`src/design/rdxs_pkg.sv`:
```
// Shared constants and types for the two-digit decimal radix sorter core.
// No dependencies; used by the key unit, the sort cells and the top level.
`default_nettype none

package rdxs_pkg;

  // Defaults for the top-level parameters
  localparam int DEF_MAX_ITEMS   = 64;
  localparam int DEF_VALUE_WIDTH = 16;

  // Fixed port field width
  localparam int FIELD_WIDTH = 16;

  // Sort key: value modulo 100, fits in 7 bits
  localparam int KEY_WIDTH = 7;
  localparam int RADIX_SQ  = 100;

  // Arrival index kept below the key so equal keys leave in arrival order;
  // six bits cover the largest allowed set of 64 values
  localparam int SEQ_WIDTH      = 6;
  localparam int SORT_KEY_WIDTH = KEY_WIDTH + SEQ_WIDTH;

  // Reciprocal multiply for an exact unsigned divide by 100 over 32 bits
  localparam int              MUL_WIDTH   = 32;
  localparam logic [31:0]     RECIP_100   = 32'd1374389535;
  localparam int              RECIP_SHIFT = 37;

  // Register stages in the key unit
  localparam int KEY_PIPE_DEPTH = 2;

  typedef enum logic [1:0] {
    ST_LOAD,
    ST_DRAIN,
    ST_UNLOAD
  } state_t;

  // Control shared by every cell of the chain
  typedef struct packed {
    logic insert;  // pass new entries forward and keep the smaller key
    logic shift;   // move every held entry one place toward the head
  } cell_ctrl_t;

endpackage

`default_nettype wire

```
`src/design/rdxs_key.sv`:
```
// Sort key unit: two register stages that compute value modulo 100.
// Depends on rdxs_pkg for the reciprocal constant and key width.
`default_nettype none

module rdxs_key import rdxs_pkg::*; #(
  parameter int VALUE_WIDTH = DEF_VALUE_WIDTH
) (
  input  wire logic                   clk,
  input  wire logic                   rst,
  input  wire logic                   in_valid,
  input  wire logic [VALUE_WIDTH-1:0] in_value,
  output logic                        out_valid,
  output logic [VALUE_WIDTH-1:0]      out_value,
  output logic [KEY_WIDTH-1:0]        out_key
);

  localparam int PROD_WIDTH = 2 * MUL_WIDTH;

  logic                   s1_valid;
  logic [VALUE_WIDTH-1:0] s1_value;
  logic [PROD_WIDTH-1:0]  s1_prod;
  logic [PROD_WIDTH-1:0]  prod_c;
  logic [MUL_WIDTH-1:0]   s1_wide;
  logic [MUL_WIDTH-1:0]   quot_c;
  logic [MUL_WIDTH-1:0]   rem_c;

  // Stage 1: multiply by the reciprocal of 100
  assign prod_c = PROD_WIDTH'(MUL_WIDTH'(in_value)) * PROD_WIDTH'(RECIP_100);

  always_ff @(posedge clk) begin
    if (rst) begin
      s1_valid <= 1'b0;
    end else begin
      s1_valid <= in_valid;
    end
  end

  always_ff @(posedge clk) begin
    s1_value <= in_value;
    s1_prod  <= prod_c;
  end

  // Stage 2: remainder = value - quotient * 100
  assign s1_wide = MUL_WIDTH'(s1_value);
  assign quot_c  = MUL_WIDTH'(s1_prod[PROD_WIDTH-1:RECIP_SHIFT]);
  assign rem_c   = s1_wide - quot_c * MUL_WIDTH'(RADIX_SQ);

  always_ff @(posedge clk) begin
    if (rst) begin
      out_valid <= 1'b0;
    end else begin
      out_valid <= s1_valid;
    end
  end

  always_ff @(posedge clk) begin
    out_value <= s1_value;
    out_key   <= rem_c[KEY_WIDTH-1:0];
  end

endmodule

`default_nettype wire

```
`config.mk`:
```
export PLATFORM = sky130hd
export DESIGN_NAME = rdxs_key
export DESIGN_NICKNAME = d
export VERILOG_FILES = /design/src/design/rdxs_pkg.sv /design/src/design/rdxs_key.sv
export SDC_FILE = /design/constraint.sdc
export NUM_CORES = 1
export LEC_CHECK = 0
export BUFFER_PORTS_ARGS = -buffer_cell sky130_fd_sc_hd__buf_2
export CORE_AREA = 2 2 129 131
export CTS_CLUSTER_SIZE = 20
export DETAILED_ROUTE_END_ITERATION = 8
export DIE_AREA = 0 0 131 133
export PLACE_DENSITY = 0.67
export SYNTH_ARGS = -nofsm -noshare
export SYNTH_HDL_FRONTEND = slang
export SYNTH_SLANG_ARGS = --single-unit
```
`constraint.sdc`:
```
create_clock -name clk -period 7.2 [get_ports clk]
set_input_delay 2.16 -clock clk [delete_from_list [all_inputs] [get_ports clk]]
set_output_delay 2.16 -clock clk [all_outputs]
set_load 0.02 [all_outputs]
```
==> results by group <==
Setup path
  • Crit path required time: 7.38 ns
  • CP max FO: 6
  • Worst Setup EP: s1_prod[37]$_DFF_P_
  • R2r endpoint: out_key[6]$_DFF_P_
  • Reg2reg setup slack: 5.76 ns
  • CP arrival: 7.31 ns
  • Crit Path Category: in2reg
  • Crit path launch: in_value[13]
  • R2r worst-path depth: 7
  • Worst Setup End Kind: flop
  • Setup crit start kind: input port
  • RR Startpoint: s1_value[2]$_DFF_P_

Placement
  • RD Place Congestion: 0.9656
  • I/O Buffers: 42
  • Final HPWL DP: 18150 um

Yosys
  • Syn Inst Count: 758
  • Synth Flop Type: dfxtp_1
  • Synth warnings: 0
  • Avg Synthesized Cell Area: 10.41 um^2
  • Flops & latches, synth: 44
  • Sequential area share after synthesis: 11.17%
  • Synth unique cells: 48
  • Post-synth ARST share: 0%
  • EDFF count, synth: 0
  • Synth Cell Area: 7888 um^2
  • Post-Syn Nets: 1089

Floorplanning
  • Initial core utilization: 48.77%
  • Chip height: 133 um
  • I/O Pins: 43
  • Die X: 131 um
  • Core Area: 16170 um^2
  • Number of placement rows: 47
  • Die area: 17420 um^2

Clocking
  • Clock Tree Root: clkbuf_16
  • CTS H-tree lvls: 2
  • Clock transition at path regs: 0.06 ns
  • Hold_buf cts: 0
  • Clock latency at the later pin of the worst-skew pair: 0.29 ns
  • TritonCTS Buffers: 5
  • CTS tree: done
  • Clock tree buffer depth: 2
  • CTS Sinks: 44

Route
  • Mean number of vias per cell: 5.013
  • Detail Route Antenna Nets: 0
  • DR vias: 5690
  • Residual DRC: 0
  • Avg WL per Cell: 17.60 um
  • Drt initial violations: 311
  • First-pass detailed-route iteration total: 5
  • DRT Wirelength: 19970 um

Timing
  • Setup violators final: 0
  • Final period util: 99.14%
  • RSZ-0062 raised after global routing: true
  • Min Tclk post-route: 7.138 ns
  • Worst-margin pin slew: 0.5853 ns
  • Max Slew Vio Count: 0
  • Worst rel slew slack: 60.81%
  • Hold Fails Final Rpt: 0
  • Final worst clock skew: 0.002221 ns
  • Peak Freq: 140.1 MHz

Global route
  • First-pass GRT wire length: 31570 um
  • Total Routing Usage GR: 24.42%
  • Largest net degree at the start of global routing: 17
  • Antenna violations before repair: 0
  • Vias in the first global route: 5955
  • Overflow left after global routing: 0

Layout
  • Most common cell after layout, fill and taps aside: inv_1
  • Antenna Cells: 0
  • Syn-to-layout area delta: 19.96%
  • Fraction of layout cells with a size suffix above 1: 22.19%
  • Commonest non-fill, non-tap cells in the layout: 220 x inv_1, 158 x ha_1, 140 x fa_1
  • Final core utilization: 58.51%
  • Net count, final: 1245

Run
  • Maxcap violations: 0

Outcome
  • Status: complete, no violations

Worst hold path
  • Worst min path class: reg2reg
sequential cells by signal (all words and copies together), names as in the netlist:
name       cells
s1_value      16
out_value     14
out_key        7
s1_prod        5
out_valid      1
s1_valid       1
worst min path at each step:
stage	startpoint	end	cells past startpoint
after floorplan	s1_value[0]$_DFF_P_	out_key[0]$_DFF_P_	0
after global placement	s1_value[0]$_DFF_P_	out_key[0]$_DFF_P_	0
after detailed placement	s1_value[0]$_DFF_P_	out_key[0]$_DFF_P_	0
after CTS	s1_value[0]$_DFF_P_	out_key[0]$_DFF_P_	0
after global routing	s1_value[15]$_DFF_P_	out_value[15]$_DFF_P_	0
final	s1_value[0]$_DFF_P_	out_key[0]$_DFF_P_	0
final cells by class:
type                    instances  area (um^2)
inverters                     225        844.6
clock inverters                 1        7.507
flip-flops and latches         44        880.8
fillers                      1410         6710
clock buffers                   7        142.6
repair buffers                154         1064
multi-input cells             484         6247
well taps                     220        275.3
cells in the mapped netlist (2+ instances only):
cell type,number,share of area (%)
fa_1,150,38
buf_4,2,0.19
nand3_1,14,0.89
a31oi_1,2,0.16
o21bai_1,2,0.19
xnor2_1,11,1.2
dfxtp_1,44,11
o21ai_0,15,0.95
a221oi_1,2,0.22
and4_1,2,0.22
a21o_1,5,0.48
inv_1,225,11
a2111oi_0,2,0.22
ha_1,162,26
nor2_1,13,0.62
nor3_1,7,0.44
o21a_1,4,0.38
o2111ai_1,2,0.22
nand2_1,16,0.76
o211ai_1,5,0.48
or2_2,2,0.16
nand4_1,10,0.79
nor2b_1,3,0.24
a211oi_1,7,0.67
and3_2,2,0.19
buf_6,3,0.43
a21oi_1,25,1.6
routing by layer:
metal	GRT usage (%)	routed length, um	part of all wire [%]
met3	1.860	885	4.4
met4	5.201	301	1.5
met2	40.47	9960	50
met1	35.10	8824	44
met5	0	0	0
cells by family after synthesis:
group | after synthesis | synth area share (%)
fa+ha+maj | 312 | 63.77
mux | 1 | 0.1428
flops | 44 | 11.17
simple gates | 81 | 5.584
xor+xnor | 12 | 1.332
compound gates | 78 | 6.678
buf+inv | 230 | 11.33
per-stage QoR:
step	area, um^2	instances	hold WS (ns)	setup WS, ns	setup TNS, ns
final	9462	1135	0.3256	0.06216	0
after global routing	9462	1135	0.3291	-0.08166	-0.2220
after CTS	9346	1134	0.3278	0.007745	0
after detailed placement	9184	1126	0.3132	-0.3148	-1.184
after global placement	9184	1126	0.3099	-0.2593	-0.9286
after floorplan	7914	758	0.3096	0.004018	0
what timing repair did:
| action | in CTS | in global routing |
|---|---|---|
| pin swaps | 1 | 21 |
| setup endpoints to repair | 2 | 5 |
| gates resized for setup | 2 | 29 |
| buffers inserted | 0 | 1 |
critical path, stage by stage:
cell      delay (ns)
buf_2           0.12
buf_4           0.18
ha_1            0.34
fa_1            0.51
fa_1            0.55
inv_1           0.06
fa_1            0.52
fa_1            0.56
inv_1           0.05
ha_1            0.29
ha_1            0.35
nand3_2         0.10
or3_4           0.42
or4_4           0.44
a311oi_4        0.33
buf_4           0.19
nor2b_4         0.04
xnor2_1         0.12
Power is left out: the tool's default activity adds up to more than one toggle a clock period on the data nets, which glitch-free logic cannot reach.
