===== src/design/rdxs_pkg.sv =====
// Shared constants and types for the two-digit decimal radix sorter core.
// No dependencies; used by the key unit, the sort cells and the top level.
`default_nettype none

package rdxs_pkg;

  // Defaults for the top-level parameters
  localparam int DEF_MAX_ITEMS   = 64;
  localparam int DEF_VALUE_WIDTH = 16;

  // Fixed port field width
  localparam int FIELD_WIDTH = 16;

  // Sort key: value modulo 100, fits in 7 bits
  localparam int KEY_WIDTH = 7;
  localparam int RADIX_SQ  = 100;

  // Arrival index kept below the key so equal keys leave in arrival order;
  // six bits cover the largest allowed set of 64 values
  localparam int SEQ_WIDTH      = 6;
  localparam int SORT_KEY_WIDTH = KEY_WIDTH + SEQ_WIDTH;

  // Reciprocal multiply for an exact unsigned divide by 100 over 32 bits
  localparam int              MUL_WIDTH   = 32;
  localparam logic [31:0]     RECIP_100   = 32'd1374389535;
  localparam int              RECIP_SHIFT = 37;

  // Register stages in the key unit
  localparam int KEY_PIPE_DEPTH = 2;

  typedef enum logic [1:0] {
    ST_LOAD,
    ST_DRAIN,
    ST_UNLOAD
  } state_t;

  // Control shared by every cell of the chain
  typedef struct packed {
    logic insert;  // pass new entries forward and keep the smaller key
    logic shift;   // move every held entry one place toward the head
  } cell_ctrl_t;

endpackage

`default_nettype wire


===== src/design/rdxs_cell.sv =====
// One cell of the systolic insertion chain: holds one entry, passes the larger
// key forward while loading and takes its neighbour's entry while unloading.
// Depends on rdxs_pkg for the key width and the chain control struct.
`default_nettype none

module rdxs_cell import rdxs_pkg::*; #(
  parameter int VALUE_WIDTH = DEF_VALUE_WIDTH
) (
  input  wire logic                      clk,
  input  wire logic                      rst,
  input  wire cell_ctrl_t                ctrl,
  // entry arriving from the previous cell
  input  wire logic                      in_valid,
  input  wire logic [SORT_KEY_WIDTH-1:0] in_key,
  input  wire logic [VALUE_WIDTH-1:0]    in_value,
  // entry handed to the next cell
  output logic                           out_valid,
  output logic [SORT_KEY_WIDTH-1:0]      out_key,
  output logic [VALUE_WIDTH-1:0]         out_value,
  // held entry of the next cell, pulled in on a shift
  input  wire logic                      nb_valid,
  input  wire logic [SORT_KEY_WIDTH-1:0] nb_key,
  input  wire logic [VALUE_WIDTH-1:0]    nb_value,
  // entry held here
  output logic                           held_valid,
  output logic [SORT_KEY_WIDTH-1:0]      held_key,
  output logic [VALUE_WIDTH-1:0]         held_value
);

  logic take;

  // Smaller key displaces the held one; keys carry the arrival index, so none tie
  assign take = in_valid && (!held_valid || (in_key < held_key));

  // Control: occupancy and forward hand-off
  always_ff @(posedge clk) begin
    if (rst) begin
      held_valid <= 1'b0;
      out_valid  <= 1'b0;
    end else if (ctrl.shift) begin
      held_valid <= nb_valid;
      out_valid  <= 1'b0;
    end else if (ctrl.insert) begin
      if (take) begin
        held_valid <= 1'b1;
        out_valid  <= held_valid;
      end else begin
        out_valid  <= in_valid;
      end
    end else begin
      out_valid <= 1'b0;
    end
  end

  // Payload
  always_ff @(posedge clk) begin
    if (ctrl.shift) begin
      held_key   <= nb_key;
      held_value <= nb_value;
    end else if (ctrl.insert) begin
      if (take) begin
        held_key   <= in_key;
        held_value <= in_value;
        out_key    <= held_key;
        out_value  <= held_value;
      end else begin
        out_key    <= in_key;
        out_value  <= in_value;
      end
    end
  end

endmodule

`default_nettype wire


===== config.mk =====
export PLATFORM = sky130hd
export DESIGN_NAME = rdxs_cell
export DESIGN_NICKNAME = d
export VERILOG_FILES = /design/src/design/rdxs_pkg.sv /design/src/design/rdxs_cell.sv
export SDC_FILE = /design/constraint.sdc
export NUM_CORES = 1
export LEC_CHECK = 0
export BUFFER_PORTS_ARGS = -buffer_cell sky130_fd_sc_hd__buf_2
export CAP_MARGIN = 20
export CORE_MARGIN = 3
export CORE_UTILIZATION = 52
export CTS_CLUSTER_DIAMETER = 60
export DETAILED_ROUTE_END_ITERATION = 8
export GPL_TIMING_DRIVEN = 0
export PLACE_DENSITY = 0.87
export SLEW_MARGIN = 20
export SYNTH_ARGS = -nofsm -noshare
export SYNTH_HDL_FRONTEND = slang
export SYNTH_SLANG_ARGS = --single-unit

===== constraint.sdc =====
create_clock -name clk -period 6.9 [get_ports clk]
set_input_delay 1.035 -clock clk [delete_from_list [all_inputs] [get_ports clk]]
set_output_delay 1.035 -clock clk [all_outputs]
set_load 0.02 [all_outputs]

==> metrics.md <==
| Metric | Value |
|---|---|
| Worst reg2reg setup slack | 4.39 ns |
| Post-synthesis sequential area ratio | 0.6011 |
| Required arrival time at the worst endpoint | 6.94 ns |
| Die width | 81.50 um |
| Count of unresolved DRC violations after routing | 0 |
| Quantity of gates resized following cts | 0 |
| Clock transition at the registers of the reported paths | 0.06 ns |
| Leading cell type in the layout, fill and taps excluded | sky130_fd_sc_hd__buf_2 |
| Critical path class | in -> reg |
| Largest incremental delay on the critical path | 0.41 ns |
| Number of warnings reported in the yosys synthesis log | 0 |
| Leakage power | 0.001785 uW |
| Shortest period the worst path allows | 2.917 ns |
| Share of post-route cells with drive strength above 1 | 0.6458 |
| HP Class | reg -> reg |
| Arrival time at the worst endpoint | 2.95 ns |
| Reported max-cap violation count | 0 |
| Post-route fraction of the period consumed by the critical path | 0.4227 |
| Number of global-route vias before repair | 2,024 |
| Kind of start point of the critical path | input port |
| Max Transition Viols Final | 0 |
| Seq cells post-synth | 60 |
| Worst Clk Skew | 0.009080 ns |
| Number of port buffers | 122 |
| H-Tree Level Count | 3 |
| Die height | 81.50 um |
| Die Area | 6642 um^2 |
| Area after detailed placement | 3736 um^2 |
| Area of the placeable core | 5303 um^2 |
| Internal Pwr Total | 778.9 uW |
| HP Start | held_value[15] |
| GR Util All Layers | 0.2073 |
| Count of final setup violators | 0 |
| DRT Wirelength | 6588 um |
| Number of iterations in the first detailed-routing pass | 6 |
| Status | finished clean |
| Clock network fraction of total power | 0.363 |
| RSZ-0062 raised after global routing | false |
| Nets | 390 |
| Total power of the final layout | 1038 uW |
| Power density of the placed cells | 261.0 nW/um^2 |
| Combinational share of power | 0.202 |
| TritonCTS clock tree | yes |
| FF-to-FF End | held_value[11] |
| Cell at the root of the clock tree | sky130_fd_sc_hd__clkbuf_8 |
| Avg WL per Cell | 16.94 um |
| Launch instance of the worst register-to-register path | held_key[8] |
| Net switching power figure | 258.7 uW |
| Count of buffering cells on the critical path with inverters included | 3 |
| Post-synthesis instance area | 2964 um^2 |
| Crit path cell chain | buf_2, ha_1, a21oi_1, o21ai_0, a22oi_1, o21ai_2, buf_6, o21bai_4, buf_16 |
| Hold buffer count at cts | 0 |
| Clock buffer depth | 2 |
| Category of cells accounting for the largest share of critical-path delay | compound AO/OA/AOI/OAI gates |
| Num ports | 124 |
| Max Fclk | 0.3429 GHz |
| DRT iter0 DRCs | 68 |
| Multi-input gate area | 1104 um^2 |
| Commonest cells after routing, fill and taps aside | sky130_fd_sc_hd__buf_2, sky130_fd_sc_hd__edfxtp_1, sky130_fd_sc_hd__mux2_2, sky130_fd_sc_hd__mux2_4, sky130_fd_sc_hd__inv_1 |
| Number of filler instances in the final layout | 362 |
| Global-route wire length before repair | 9798 um |
| Initial standard-cell utilization of the core | 0.5590 |
| Avg Inst Size Synth | 16.56 um^2 |
| Number of nets with antenna violations after routing | 0 |
| Slowest stage cell on the critical path | sky130_fd_sc_hd__o21bai_4 |
| Pin count of the biggest net entering global routing | 19 |
| Insertion delay to the later sink of the worst-skew pair | 0.33 ns |
| Setup TNS | 0 ns |
| Total number of placement rows | 26 |
| Number of antenna violations at the first check in global routing | 0 |
| Worst Tran Pin Value | 0.6276 ns |
| Largest voltage drop on the vdd net | 0.0001657 V |
| Total overflow reported by the global router | 0 |
| P&R area growth vs syn | 34.11% |
| Inserted Diodes | 0 |
| Number of different library cells in the post-synthesis netlist | 22 |
| Final-report hold violation count | 0 |
| Worst hold path endpoint | out_value[15] |
| Routed via count | 1,990 |
| Clock net sink count | 60 |
| Post-route cell area | 3975 um^2 |
| Number of setup buffers added after CTS | 0 |
| Worst relative slew slack | 0.5816 |
| Number of vias per cell after detailed routing | 5.116 |
| Number of logic stages on the critical path including buffering | 9 |
| Hold Crit Depth | 1 |
| Crit end category | flip-flop |
| FF/Latch Area | 1782 um^2 |
| Number of cells produced by synthesis | 179 |
| Largest fanout of any net on the critical path | 18 |
| Number of cell instances on the worst register-to-register path | 9 |
| Number of clock buffers inserted by TritonCTS | 9 |
| Gp weighted congestion | 0.7637 |
| Net Sw Frac | 0.2493 |
| Net count after synthesis | 255 |
| Total half-perimeter wirelength after legalization and detailed placement | 5057 um |
| Sequential cell fraction of total power | 0.436 |
[per-layer routing]
layer / vias to the layer above / GRT usage / part of all wire
li1: 952 / - / -
met1: 946 / 0.2298 / 0.39
met2: 82 / 0.3583 / 0.53
met3: 10 / 0.06250 / 0.068
met4: 0 / 0.1064 / 0.018
met5: - / 0 / 0
[logic make-up (layout without fill, tap and decap cells)]
kind of cell             after synthesis  count (layout)  share of synthesized area
AO/OA/AOI/OAI                         15              15                    0.02997
flip-flops                            60              60                     0.6011
multiplexers                          58              58                     0.2571
adder cells (fa/ha/maj)               12              12                    0.05065
AND/OR/NAND/NOR                       14              14                    0.02828
buffers and inverters                 20             160                    0.03292
[power groups by stage]
stage	Combinational, uW	Clock [uW]	Sequential [uW]
floorplan	101	0	496
global placement	197	0	459
detailed placement	211	0	460
finish	209	376	452
CTS	212	382	452
global route	226	400	455
[final cells by class]
class,instances,area share
tap,70,0.02203
clock buffer,9,0.03116
multi-input combinational,99,0.2776
inverter,13,0.01228
clock inverter,7,0.02896
sequential,60,0.4482
timing repair buffer,124,0.1675
buffer,7,0.01228
[flip-flops by register name (all words and copies together), names as in the netlist]
signal and count:
out_value 16, out_valid 1, held_key 13, held_value 16, held_valid 1, out_key 13
[through the flow]
stage | std cells | setup WS (ns) | util | hold WS, ns
2_1_floorplan | 179 | 3.032 | - | 0.5633
3_3_place_gp | 371 | 2.040 | 0.6907 | 0.5047
3_5_place_dp | 373 | 3.675 | 0.7046 | 0.5500
4_1_cts | 389 | 4.000 | 0.7496 | 0.5781
5_1_grt | 389 | 3.879 | 0.7496 | 0.5928
6_report | 389 | 3.983 | 0.7496 | 0.5731
[cell usage after synthesis]
cell | number | area [um^2]
sky130_fd_sc_hd__clkbuf_1 | 4 | 15.01
sky130_fd_sc_hd__o21bai_1 | 1 | 7.510
sky130_fd_sc_hd__nand2_1 | 4 | 15.01
sky130_fd_sc_hd__buf_6 | 3 | 33.78
sky130_fd_sc_hd__nand3_1 | 1 | 5.000
sky130_fd_sc_hd__a22oi_1 | 1 | 7.510
sky130_fd_sc_hd__a31oi_1 | 1 | 6.260
sky130_fd_sc_hd__nand4_4 | 1 | 21.27
sky130_fd_sc_hd__nor2_1 | 5 | 18.77
sky130_fd_sc_hd__edfxtp_1 | 58 | 1742
sky130_fd_sc_hd__mux2_4 | 29 | 435.4
sky130_fd_sc_hd__nand3b_1 | 1 | 7.510
sky130_fd_sc_hd__o31a_1 | 1 | 8.760
sky130_fd_sc_hd__a21oi_1 | 7 | 35.03
sky130_fd_sc_hd__o21ai_0 | 3 | 15.01
sky130_fd_sc_hd__o21ai_2 | 1 | 8.760
sky130_fd_sc_hd__nand3_2 | 1 | 10.01
sky130_fd_sc_hd__inv_1 | 13 | 48.80
sky130_fd_sc_hd__dfxtp_1 | 2 | 40.04
sky130_fd_sc_hd__nor2b_1 | 1 | 6.260
sky130_fd_sc_hd__ha_1 | 12 | 150.1
sky130_fd_sc_hd__mux2_2 | 29 | 326.6
[worst max-delay path by stage]
| stage | startpoint | endpoint |
|---|---|---|
| final | in_key[8] | held_value[11] |
| after global placement | in_key[8] | held_value[11] |
| after floorplan | in_key[8] | held_key[0] |
| after detailed placement | in_key[8] | held_value[11] |
| after CTS | in_key[8] | held_value[11] |
| after global routing | in_key[8] | held_value[10] |
Note: power is estimated with default switching activity, not from simulation.
